<file path="config.mk">
export PLATFORM = sky130hd
export DESIGN_NAME = tdrr_arith_unit
export DESIGN_NICKNAME = d
export VERILOG_FILES = /design/src/tdrr_pkg.sv /design/src/tdrr_arith_unit.sv
export SDC_FILE = /design/constraint.sdc
export NUM_CORES = 1
export LEC_CHECK = 0
export ABC_CLOCK_PERIOD_IN_PS = 9700
export BUFFER_PORTS_ARGS = -buffer_cell sky130_fd_sc_hd__clkbuf_2
export CAP_MARGIN = 20
export CELL_PAD_IN_SITES_DETAIL_PLACEMENT = 1
export CELL_PAD_IN_SITES_GLOBAL_PLACEMENT = 1
export CORE_MARGIN = 1
export CORE_UTILIZATION = 44
export DETAILED_ROUTE_END_ITERATION = 8
export PLACE_DENSITY = 0.95
export SYNTH_ARGS = -nofsm -noshare
export SYNTH_HDL_FRONTEND = slang
export SYNTH_SLANG_ARGS = --single-unit
</file>
<file path="constraint.sdc">
create_clock -name vclk -period 9.7
set_input_delay 0.485 -clock vclk [all_inputs]
set_output_delay 0.485 -clock vclk [all_outputs]
set_load 0.005 [all_outputs]
</file>
<file path="src/tdrr_pkg.sv">
// Shared types, widths and codes of the tile depth range reject block.
package tdrr_pkg;

   // Tile edge in pixels; the local store holds one word per pixel of the tile.
   localparam int TILE_SIZE = 64;
   localparam int MEM_DEPTH = TILE_SIZE * TILE_SIZE;
   localparam int ADDR_W    = $clog2(MEM_DEPTH);
   localparam int IDX_W     = $clog2(TILE_SIZE);
   localparam int SPAN_W    = $clog2(TILE_SIZE + 1);

   localparam int DEPTH_W    = 32;
   localparam int LOCAL_W    = 6;
   localparam int ORIGIN_W   = 14;
   localparam int FRAME_W    = 15;
   localparam int QUAD_W     = 11;
   localparam int CSR_INDEX_W = 3;
   localparam int CSR_DATA_W  = 15;
   localparam int PROD_W     = DEPTH_W + IDX_W + 1;

   localparam logic CMD_WRITE = 1'b0;
   localparam logic CMD_TEST  = 1'b1;

   localparam logic signed [DEPTH_W-1:0] DEPTH_MAX = {1'b0, {(DEPTH_W-1){1'b1}}};
   localparam logic signed [DEPTH_W-1:0] DEPTH_MIN = {1'b1, {(DEPTH_W-1){1'b0}}};

   typedef enum logic [2:0] {
      CMP_NEVER         = 3'd0,
      CMP_LESS          = 3'd1,
      CMP_LESS_EQUAL    = 3'd2,
      CMP_GREATER       = 3'd3,
      CMP_GREATER_EQUAL = 3'd4,
      CMP_EQUAL         = 3'd5,
      CMP_NOT_EQUAL     = 3'd6,
      CMP_ALWAYS        = 3'd7
   } cmp_type;

   typedef enum logic [CSR_INDEX_W-1:0] {
      REG_REJECT_ENABLE       = 3'd0,
      REG_DEPTH_TEST_ENABLE   = 3'd1,
      REG_DEPTH_COMPARE       = 3'd2,
      REG_SHADER_WRITES_DEPTH = 3'd3,
      REG_FRAME_WIDTH         = 3'd4,
      REG_FRAME_HEIGHT        = 3'd5,
      REG_MIN_QUADS           = 3'd6
   } csr_reg_type;

   typedef enum logic [3:0] {
      ST_IDLE,
      ST_MUL_X,
      ST_MUL_Y,
      ST_ADD_10,
      ST_ADD_01,
      ST_ADD_11,
      ST_SCAN,
      ST_DRAIN,
      ST_DECIDE
   } state_type;

   typedef struct packed {
      logic signed [DEPTH_W-1:0] lo;
      logic signed [DEPTH_W-1:0] hi;
   } range_type;

endpackage

</file>
<file path="src/tdrr_arith_unit.sv">
// Shared saturating multiplier, saturating adder and min/max range update.
module tdrr_arith_unit (
   input  logic signed [tdrr_pkg::DEPTH_W-1:0] mul_a,
   input  logic [tdrr_pkg::IDX_W-1:0]          mul_b,
   output logic signed [tdrr_pkg::DEPTH_W-1:0] mul_sat,
   input  logic signed [tdrr_pkg::DEPTH_W-1:0] add_a,
   input  logic signed [tdrr_pkg::DEPTH_W-1:0] add_b,
   output logic signed [tdrr_pkg::DEPTH_W-1:0] add_sat,
   input  tdrr_pkg::range_type                 rng_in,
   input  logic signed [tdrr_pkg::DEPTH_W-1:0] rng_z,
   output tdrr_pkg::range_type                 rng_out
);
   import tdrr_pkg::*;

   logic signed [PROD_W-1:0]       prod;
   logic [PROD_W-DEPTH_W:0]        prod_top;
   logic [DEPTH_W:0]               sum;

   // Slope times span minus one; the product fits 32 bits when its top bits agree.
   always_comb begin
      prod     = mul_a * $signed({1'b0, mul_b});
      prod_top = prod[PROD_W-1:DEPTH_W-1];
      if ((&prod_top) || !(|prod_top)) begin
         mul_sat = prod[DEPTH_W-1:0];
      end else if (prod[PROD_W-1]) begin
         mul_sat = DEPTH_MIN;
      end else begin
         mul_sat = DEPTH_MAX;
      end
   end

   always_comb begin
      sum = {add_a[DEPTH_W-1], add_a} + {add_b[DEPTH_W-1], add_b};
      if (sum[DEPTH_W] == sum[DEPTH_W-1]) begin
         add_sat = sum[DEPTH_W-1:0];
      end else if (sum[DEPTH_W]) begin
         add_sat = DEPTH_MIN;
      end else begin
         add_sat = DEPTH_MAX;
      end
   end

   always_comb begin
      rng_out.lo = (rng_z < rng_in.lo) ? rng_z : rng_in.lo;
      rng_out.hi = (rng_z > rng_in.hi) ? rng_z : rng_in.hi;
   end

endmodule

</file>
==> results of run 1 <==
==> path summary, 6_finish.rpt <==
kind	startpoint	endpoint	slack, ns	cells after the start
setup / recovery	mul_b[3]	mul_sat[14]	2.02	21
hold / removal	rng_in[7]	rng_out[7]	1.29	3
==> layout make-up <==
type               instances  area, um^2
well taps                335       419.2
multi-input cells       1163       10570
fillers                 3286       12570
repair buffers           330        1674
inverters                220       825.8
==> per-stage QoR <==
step / worst slack [ns] / hold WS, ns / utilization, % / cell area (um^2)
final: 2.021 / 1.287 / 51.75 / 13490
after global routing: 1.641 / 1.300 / 51.75 / 13490
after CTS: 2.048 / 1.289 / 51.75 / 13490
after detailed placement: 2.072 / 1.288 / 51.75 / 13490
after global placement: 2.278 / 1.288 / 51.67 / 13470
after floorplan: 3.338 / 1.070 / - / 11670
==> critical path, stage by stage <==
cell and delay [ns]:
clkbuf_2 0.36, and2_1 0.30, fa_1 0.54, inv_1 0.05, fa_1 0.47, inv_1 0.05, fa_1 0.54, inv_1 0.06
fa_1 0.54, inv_1 0.05, ha_1 0.35, a21o_1 0.20, a221o_1 0.40, o221a_2 0.30, o311a_1 0.33, a21oi_1 0.22
xor2_1 0.12, or4_1 0.49, o41a_2 0.85, a21oi_2 0.29, clkbuf_2 0.16
==> per-layer routing <==
metal | share of wire [%] | GRT usage [%] | wire (um)
met1 | 38 | 35.76 | 16520
met2 | 51 | 57.12 | 22150
met3 | 4.7 | 3.692 | 2021
met4 | 5.4 | 16.35 | 2344
met5 | 0 | 0 | 0
==> power by group <==
group	total [mW]	leakage [nW]	switching, mW	internal (mW)
clock network	0	0	0	0
logic	2.98	7.40	1.83	1.15
registers	0	0	0	0
total	2.98	7.40	1.83	1.15
==> cells by family after synthesis <==
logic type	after synthesis	synth area share (%)
AND/OR/NAND/NOR	379	17.94
AO/OA/AOI/OAI	343	19.64
buffers and inverters	284	9.624
multiplexers	65	6.259
adder cells (fa/ha/maj)	308	41.43
XOR/XNOR	68	5.101
==> cell usage in the layout (no fill, tap or decap), types with 17 or more instances in the layout <==
master	n
a21o_1	62
a21oi_1	94
a21oi_2	32
and2_1	168
and3_1	17
clkbuf_2	326
fa_1	132
ha_1	173
inv_1	220
mux2_2	64
nand2_1	71
nand3_1	22
nand4_1	28
nor2_1	38
o21ai_0	56
xnor2_1	33
xor2_1	35
==> metrics.txt, run 1 <==
run status finished clean; Final Max Slew Viols 0; postcts setup bufs 0; Layout Nets between 2k and 2.5k; Hold Fails Final Rpt 0; crit end category primary output; Post-CTS Hold Fix Bufs 0; Mapped Cells 1,447; worst hold path type in -> out; Post-Route Setup TNS 0 ns; vias in the first global route 12.99k; CORE AREA about 26,000 um^2; post-synthesis cell type count 66; RSZ-0062 raised after global routing no; Crit Path Class in -> out; DIE WIDTH ~160 um; P per Cell Area 221.0 nW/um^2; row count slightly below 60; number of synthesis warnings 0; post-synth top area cell fa_1; Mean Syn Cell Area 8.068 um^2; Initial Util 44.80%; first-pass GRT wire length 67,120 um; Clock buffer cells 0; Critical Path Fanout Max 32; drt drc 0; most frequent cell after synthesis inv_1; non-filler cells, final 2,048; Net Count, Synth 1,950; crit path DAT 7.19 ns; WL/cell between 20 and 25 um; ranking of synthesized cells by area fa_1 (23%), ha_1 (19%), and2_1 (9.0%), inv_1 (7.1%), mux2_2 (6.2%); Post-CTS Resized 0; final number of setup-violating endpoints 0; Detail Route Antenna Nets 0; Sequential Area 0 um^2; GRT Total Usage 31.38%; DR vias 11.96k; io pins 326; grt total ovfl 0; GPL Wtd Cong 0.9646; Initial DRC Count 648; initial antenna violation count 1; area grow syn2layout 15.51%; PortBufs 326; die area 27,190 um^2; total chip power 2.980 mW; Post-Place Cells 2,048; fin crit share approximately 80%; Tightest Pin Transition 0.9546 ns; Detailed Place HPWL 37,710 um; Synth top cells by count inv_1 (220), ha_1 (173), and2_1 (168), fa_1 (132), a21oi_1 (94); Initial DRT Pass Iterations 5; Seq/Total Area, Yosys 0%; fmax 130.2 MHz; Synth top area share 22.63%; Static Leak about 7.4 nW; VDD IR-drop max 0.2624 mV; Slew HR 36.36%; Seq Cell Count 0; layout cells sized above 1 25.74%; Max-Cap Viols 0; Startpoint Class input pin; ant diodes 0; WP data required between 9 and 10 ns; largest net degree at the start of global routing 33; Synth Cell Area around 12,000 um^2; die height between 150 and 200 um; drt via density 5.838; min Tclk post-route 7.679 ns; WL final 43,030 um
No activity file was read; power rests on OpenSTA's default activity.
==> run 2: changes to the inputs <==
ABC_AREA = 1   (was not set)
ABC_CLOCK_PERIOD_IN_PS = 7550   (was 9700)
CORE_UTILIZATION = 38   (was 44)
PLACE_DENSITY = 0.92   (was 0.95)
clock period = 7.55 ns   (was 9.7 ns; I/O delays follow)
==> run 2 against run 1 <==
Design area is 9.2% higher; first-iteration DRC count is 22% lower; synthesized cell count is 48% higher; hold slack worse by 0.24 ns; largest power group unchanged; non-clock buffer count is 1 higher; global-route usage is 5.4 points lower.
==> metrics.txt, run 2 <==
first-pass GRT wire length 73,200 um (was 67,120 um); setup ws final 0.7651 ns (was 2.021 ns); post-synthesis cell type count 41 (was 66); area grow syn2layout 15.86% (was 15.51%); WL final 44,590 um (was 43,030 um); WP data required 7.17 ns (was 9.22 ns); drt via density 5.001 (was 5.838); commonest non-fill, non-tap cells in the layout nand2_1 (809), inv_1 (502), clkbuf_2 (326) (was clkbuf_2 (326), inv_1 (220), ha_1 (173)); P per Cell Area 240.7 nW/um^2 (was 221.0 nW/um^2); Post-CTS Resized 0 (unchanged); Post-CTS Hold Fix Bufs 0 (unchanged); Critical Path Fanout Max 32 (unchanged); WL/cell 15.58 um (was 21.01 um); vias in the first global route 15.62k (was 12.99k); Synth top area share 23.89% (was 22.63%); Net Count, Synth 2,640 (was 1,950); Synth top cells by count nand2_1 (809), inv_1 (502), ha_1 (173), fa_1 (132), a21oi_1 (98) (was inv_1 (220), ha_1 (173), and2_1 (168), fa_1 (132), a21oi_1 (94)); Mapped Cells 2,137 (was 1,447); Layout Nets 2,924 (was 2,218); ranking of synthesized cells by area nand2_1 (24%), fa_1 (21%), ha_1 (17%), inv_1 (15%), a21oi_1 (3.9%) (was fa_1 (23%), ha_1 (19%), and2_1 (9.0%), inv_1 (7.1%), mux2_2 (6.2%)); DR vias 14.31k (was 11.96k); Post-DP Area 14,670 um^2 (was 13,490 um^2); Mean Syn Cell Area 5.947 um^2 (was 8.068 um^2); drt drc 0 (unchanged); number of synthesis warnings 0 (unchanged); CORE AREA 32,700 um^2 (was 26,060 um^2); worst hold path type in -> out (unchanged); initial antenna violation count 0 (was 1); VDD IR-drop max 0.1686 mV (was 0.2624 mV); grt total ovfl 0 (unchanged); Initial DRC Count 503 (was 648); Final Util 45.03% (was 51.75%); fillcell total 4,670 (was 3,286); row count 66 (was 59); PortBufs 326 (unchanged); Post-Route Setup TNS 0 ns (unchanged); Hold Fails Final Rpt 0 (unchanged); Static Leak 9.933 nW (was 7.395 nW); Detail Route Antenna Nets 0 (unchanged); Synth Cell Area 12,710 um^2 (was 11,670 um^2); run status finished clean (unchanged); Sequential Area 0 um^2 (unchanged); pre-CTS setup slack 0.7911 ns (was 2.072 ns); io pins 326 (unchanged); Design Area, Final 14,730 um^2 (was 13,490 um^2); most common cell after layout, fill and taps aside nand2_1 (was clkbuf_2); post-synth top area cell nand2_1 (was fa_1); Seq/Total Area, Yosys 0% (unchanged); die height 184.9 um (was 164.9 um); delay of the slowest cell on the worst path 0.59 ns (was 0.85 ns); crit path cell chain clkbuf_2 > nand2_1 > inv_1 > fa_1 > inv_1 > fa_1 > fa_1 > fa_1 > inv_1 > ha_1 > inv_1 > o21bai_1 > a21boi_0 > nand2_1 > a21oi_1 > nand2_1 > nand2_1 > nand2_1 > nor2_1 > nand3_2 > nand2_2 > nand2_1 > nand2_1 > clkbuf_2 (was clkbuf_2 > and2_1 > fa_1 > inv_1 > fa_1 > inv_1 > fa_1 > inv_1 > fa_1 > inv_1 > ha_1 > a21o_1 > a221o_1 > o221a_2 > o311a_1 > a21oi_1 > xor2_1 > or4_1 > o41a_2 > a21oi_2 > clkbuf_2); Worst path most repeated cell nand2_1; slowest CP cell fa_1 (was o41a_2); Tightest Pin Transition 1.161 ns (was 0.9546 ns); total chip power 3.545 mW (was 2.980 mW); Seq Cell Count 0 (unchanged); non-filler cells, final 2,861 (was 2,048); Slew HR 22.44% (was 36.36%); Final Max Slew Viols 0 (unchanged); critical path buffer and inverter count 6 (unchanged); Crit Path Class in -> out (unchanged); fin crit share between 80 and 90%; GPL Wtd Cong 0.9574 (was 0.9646); Initial DRT Pass Iterations 4 (was 5); postcts setup bufs 0 (unchanged); largest net degree at the start of global routing 34 (was 33); GRT met2 Usage 50.53% (was 57.12%); Startpoint Class input pin (unchanged); layout cells sized above 1 14.76% (was 25.74%); grt peak-use layer met2 (unchanged); crit end category primary output (unchanged); Max-Cap Viols 0 (unchanged); most frequent cell after synthesis nand2_1 (was inv_1); die area 34,180 um^2 (was 27,190 um^2); fmax 147.4 MHz; Clock buffer cells 0 (unchanged); Initial Util 38.87% (was 44.80%); final number of setup-violating endpoints 0 (unchanged); met3 Usage GRT 1.199% (was 3.692%); Post-Place Cells 2,859 (was 2,048); DIE WIDTH 184.9 um (was 164.9 um); ant diodes 0 (unchanged); min Tclk post-route between 6 and 7 ns; RSZ-0062 raised after global routing no (unchanged); crit path DAT 6.41 ns (was 7.19 ns); Detailed Place HPWL 39,600 um (was 37,710 um); WHS 1.048 ns (was 1.287 ns); CP top delay family adder cells (was compound AO/OA/AOI/OAI gates); GRT Total Usage 26.01% (was 31.38%); M1 GR Usage 30.14% (was 35.76%)
run 2: changes by cell type after synthesis, sizes merged, moves of 11 or more:
cell and change:
nand2 +745, inv +282, and2 -162, mux2 -64
a21o -56, nor2 +52, nand3 +43, a21oi -26
o21ai -26, and3 -16, nand4 +13, xnor2 -11
run 2: cells by family after synthesis:
| logic type | after synthesis | synth area share, % |
|---|---|---|
| AOI/OAI and AO/OA | 178 | 7.905 |
| and+or+nand+nor | 1041 | 33.22 |
| xor gates and xnor gates | 61 | 4.263 |
| adders and majority gates | 305 | 37.82 |
| buffers and inverters | 552 | 16.79 |
run 2: layer usage:
| metal | vias to the layer above | share of wire (%) | wire, um |
|---|---|---|---|
| li1 | 7000 | - | - |
| met1 | 6875 | 42 | 18520 |
| met2 | 337 | 52 | 23290 |
| met3 | 96 | 3.0 | 1340 |
| met4 | 0 | 3.2 | 1431 |
| met5 | - | 0 | 0 |
run 2: area by class of cell:
| type | count | area [um^2] | share of cell area, % |
|---|---|---|---|
| timing repair buffer | 331 | 1709 | 11.61 |
| tap | 442 | 553.0 | 3.756 |
| inverter | 503 | 1888 | 12.82 |
| multi-input combinational | 1585 | 10580 | 71.82 |
run 2: tightest hold or removal path: stages:
cell	delay, ns
clkbuf_2	0.09
nand2_1	0.05
nand2_1	0.06
clkbuf_2	0.10
run 2: path summary, 6_finish.rpt:
path | from | endpoint | slack, ns | cells past startpoint
setup / recovery | mul_b[1] | mul_sat[25] | 0.77 | 24
hold / removal | rng_in[47] | rng_out[47] | 1.05 | 4
run 2: where the power goes:
group / total [mW] / switching, mW / leakage (nW) / internal, mW
Sequential: 0 / 0 / 0 / 0
Combinational: 3.54 / 2.29 / 9.93 / 1.26
Clock: 0 / 0 / 0 / 0
==> run 3: changes to the inputs <==
PLACE_DENSITY = not set   (was 0.92)
PLACE_DENSITY_LB_ADDON = 0.1   (was not set)
==> run 3 against run 2 <==
Critical path depth fell by 1; global-route usage fell by 0.80 points; setup slack got worse by 0.032 ns; first-iteration DRC count fell by 35%; routed wire length fell by 3.0%; count of clock-buffer cells in the layout did not move; combinational power fell by 1%; critical path type unchanged; critical endpoint is now mul_sat[23]; largest cell class unchanged; highest routed layer unchanged.
==> metrics.txt, run 3 (synthesis gave the netlist of run 2 again) <==
run status finished clean (unchanged); Detailed Place HPWL 38,510 um (was 39,600 um); io pins 326 (unchanged); Detail Route Antenna Nets 0 (unchanged); first-pass GRT wire length 70,790 um (was 73,200 um); Static Leak 9.946 nW (was 9.933 nW); commonest non-fill, non-tap cells in the layout nand2_1 (809), inv_1 (502), clkbuf_2 (326) (unchanged); DIE WIDTH 184.9 um (unchanged); fin crit share 90.29% (was 89.87%); WHS 1.040 ns (was 1.048 ns); PortBufs 326 (unchanged); Sequential Power Share 0% (about the same); area grow syn2layout 16.08% (was 15.86%); Post-Route Setup TNS 0 ns (unchanged); Crit Path Class in -> out (unchanged); Int Power 1.256 mW (was 1.259 mW); Initial DRT Pass Iterations 5 (was 4); row count 66 (unchanged); Tightest Pin Transition 1.042 ns (was 1.161 ns); min Tclk post-route 6.817 ns (was 6.785 ns); drt drc 0 (unchanged); largest net degree at the start of global routing 33 (was 34); Slew HR 30.51% (was 22.44%); die height 184.9 um (unchanged); VDD IR-drop max 0.1416 mV (was 0.1686 mV); crit path DAT 6.44 ns (was 6.41 ns); Hold Path End rng_out[47] (unchanged); postcts setup bufs 0 (unchanged); initial antenna violation count 0 (unchanged); WL final 43,230 um (was 44,590 um); routed wl met3 1067 um (was 1340 um); Initial DRC Count 326 (was 503); Post-CTS Hold Fix Bufs 0 (unchanged); worst hold path type in -> out (unchanged); Seq Cell Count 0 (unchanged); Post-CTS Resized 0 (unchanged); total chip power 3.490 mW (was 3.545 mW); Critical Path Fanout Max 32 (unchanged); final number of setup-violating endpoints 0 (unchanged); crit end category primary output (unchanged); DR vias 14.00k (was 14.31k); ant diodes 0 (unchanged); grt total ovfl 0 (unchanged); WP data required 7.17 ns (about the same); setup ws final 0.7333 ns (was 0.7651 ns); Final Util 45.11% (was 45.03%); pre-CTS setup slack 0.7145 ns (was 0.7911 ns); Final Max Slew Viols 0 (unchanged); layout cells sized above 1 14.79% (was 14.76%); Initial Util 38.87% (unchanged); hold depth 4 (unchanged); GRT Total Usage 25.21% (was 26.01%); crit path cell chain clkbuf_2 > nand2_1 > inv_1 > fa_1 > inv_1 > fa_1 > fa_1 > fa_1 > inv_1 > ha_1 > inv_1 > o21bai_1 > a21boi_0 > nand2_1 > a21oi_1 > nand2_1 > nand2_1 > nand2_1 > nor2_1 > nand3_2 > nand3_2 > nand2_1 > clkbuf_2 (was clkbuf_2 > nand2_1 > inv_1 > fa_1 > inv_1 > fa_1 > fa_1 > fa_1 > inv_1 > ha_1 > inv_1 > o21bai_1 > a21boi_0 > nand2_1 > a21oi_1 > nand2_1 > nand2_1 > nand2_1 > nor2_1 > nand3_2 > nand2_2 > nand2_1 > nand2_1 > clkbuf_2); wire length on met1 19,100 um (was 18,520 um); Layout Nets 2,925 (was 2,924); P_sw 2.235 mW (was 2.286 mW); most common cell after layout, fill and taps aside nand2_1 (unchanged); delay of the slowest cell on the worst path 0.57 ns (was 0.59 ns); GPL Wtd Cong 0.9248 (was 0.9574); fmax 146.7 MHz (was 147.4 MHz); RSZ-0062 raised after global routing no (unchanged); die area 34,180 um^2 (unchanged); Hold Fails Final Rpt 0 (unchanged); combinational fraction of design power 100.0% (about the same); Startpoint Class input pin (unchanged); Worst path most repeated cell nand2_1 (unchanged); slowest CP cell clkbuf_2 (was fa_1); Clock buffer cells 0 (unchanged); CORE AREA 32,700 um^2 (unchanged); vias in the first global route 15.02k (was 15.62k); Sequential Area 0 um^2 (unchanged); Max-Cap Viols 0 (unchanged); Hold Startpoint rng_in[47] (unchanged); Clock power frac 0% (about the same); metal2 WL 21,830 um (was 23,290 um); WL/cell 15.10 um (was 15.58 um); Switching Share 64.03% (was 64.49%); P per Cell Area 236.6 nW/um^2 (was 240.7 nW/um^2); top sig layer met4 (unchanged); drt via density 4.891 (was 5.001)
run 3: cell count changes in the layout (fill, tap and decap cells not counted), sizes merged:
cell	change
buf	+1
run 3: worst max path at each step:
stage,from,end,slack [ns],cells past startpoint
4_1_cts,mul_b[1],mul_sat[23],0.71,23
2_1_floorplan,mul_b[3],mul_sat[11],2.54,24
3_3_place_gp,mul_b[1],mul_sat[27],1.0,22
5_1_grt,mul_b[1],mul_sat[23],0.40,24
6_report,mul_b[1],mul_sat[23],0.73,23
3_5_place_dp,mul_b[1],mul_sat[23],0.71,23
run 3: area by class of cell:
type / instances / area [um^2]
fill: 4719 / 17950
tap: 442 / 553.0
timing repair buffer: 332 / 1737
inverter: 503 / 1888
multi-input combinational: 1585 / 10580
run 3: critical path, delay by kind of cell:
| family | cells | cell delay, ns |
|---|---|---|
| compound gates | 3 | 0.67 |
| simple gates | 9 | 1.79 |
| buf+inv | 6 | 1.29 |
| fa+ha+maj | 5 | 2.32 |
run 3: layer usage:
layer	global-route usage, %	vias to the layer above
li1	-	7009
met1	30.95	6665
met2	47.47	256
met3	1.140	69
met4	6.711	0
met5	0	-
run 3: metrics by stage:
stage / instance area, um^2 / cells
global route: 14750 / 2862
detailed placement: 14700 / 2860
finish: 14750 / 2862
CTS: 14700 / 2860
floorplan: 12710 / 2137
global placement: 14670 / 2859
run 3: power groups by stage:
stage          clock, mW  sequential [mW]  combinational, mW
2_1_floorplan          0                0               2.29
3_3_place_gp           0                0               3.41
3_5_place_dp           0                0               3.50
4_1_cts                0                0               3.52
5_1_grt                0                0               3.95
6_report               0                0               3.49
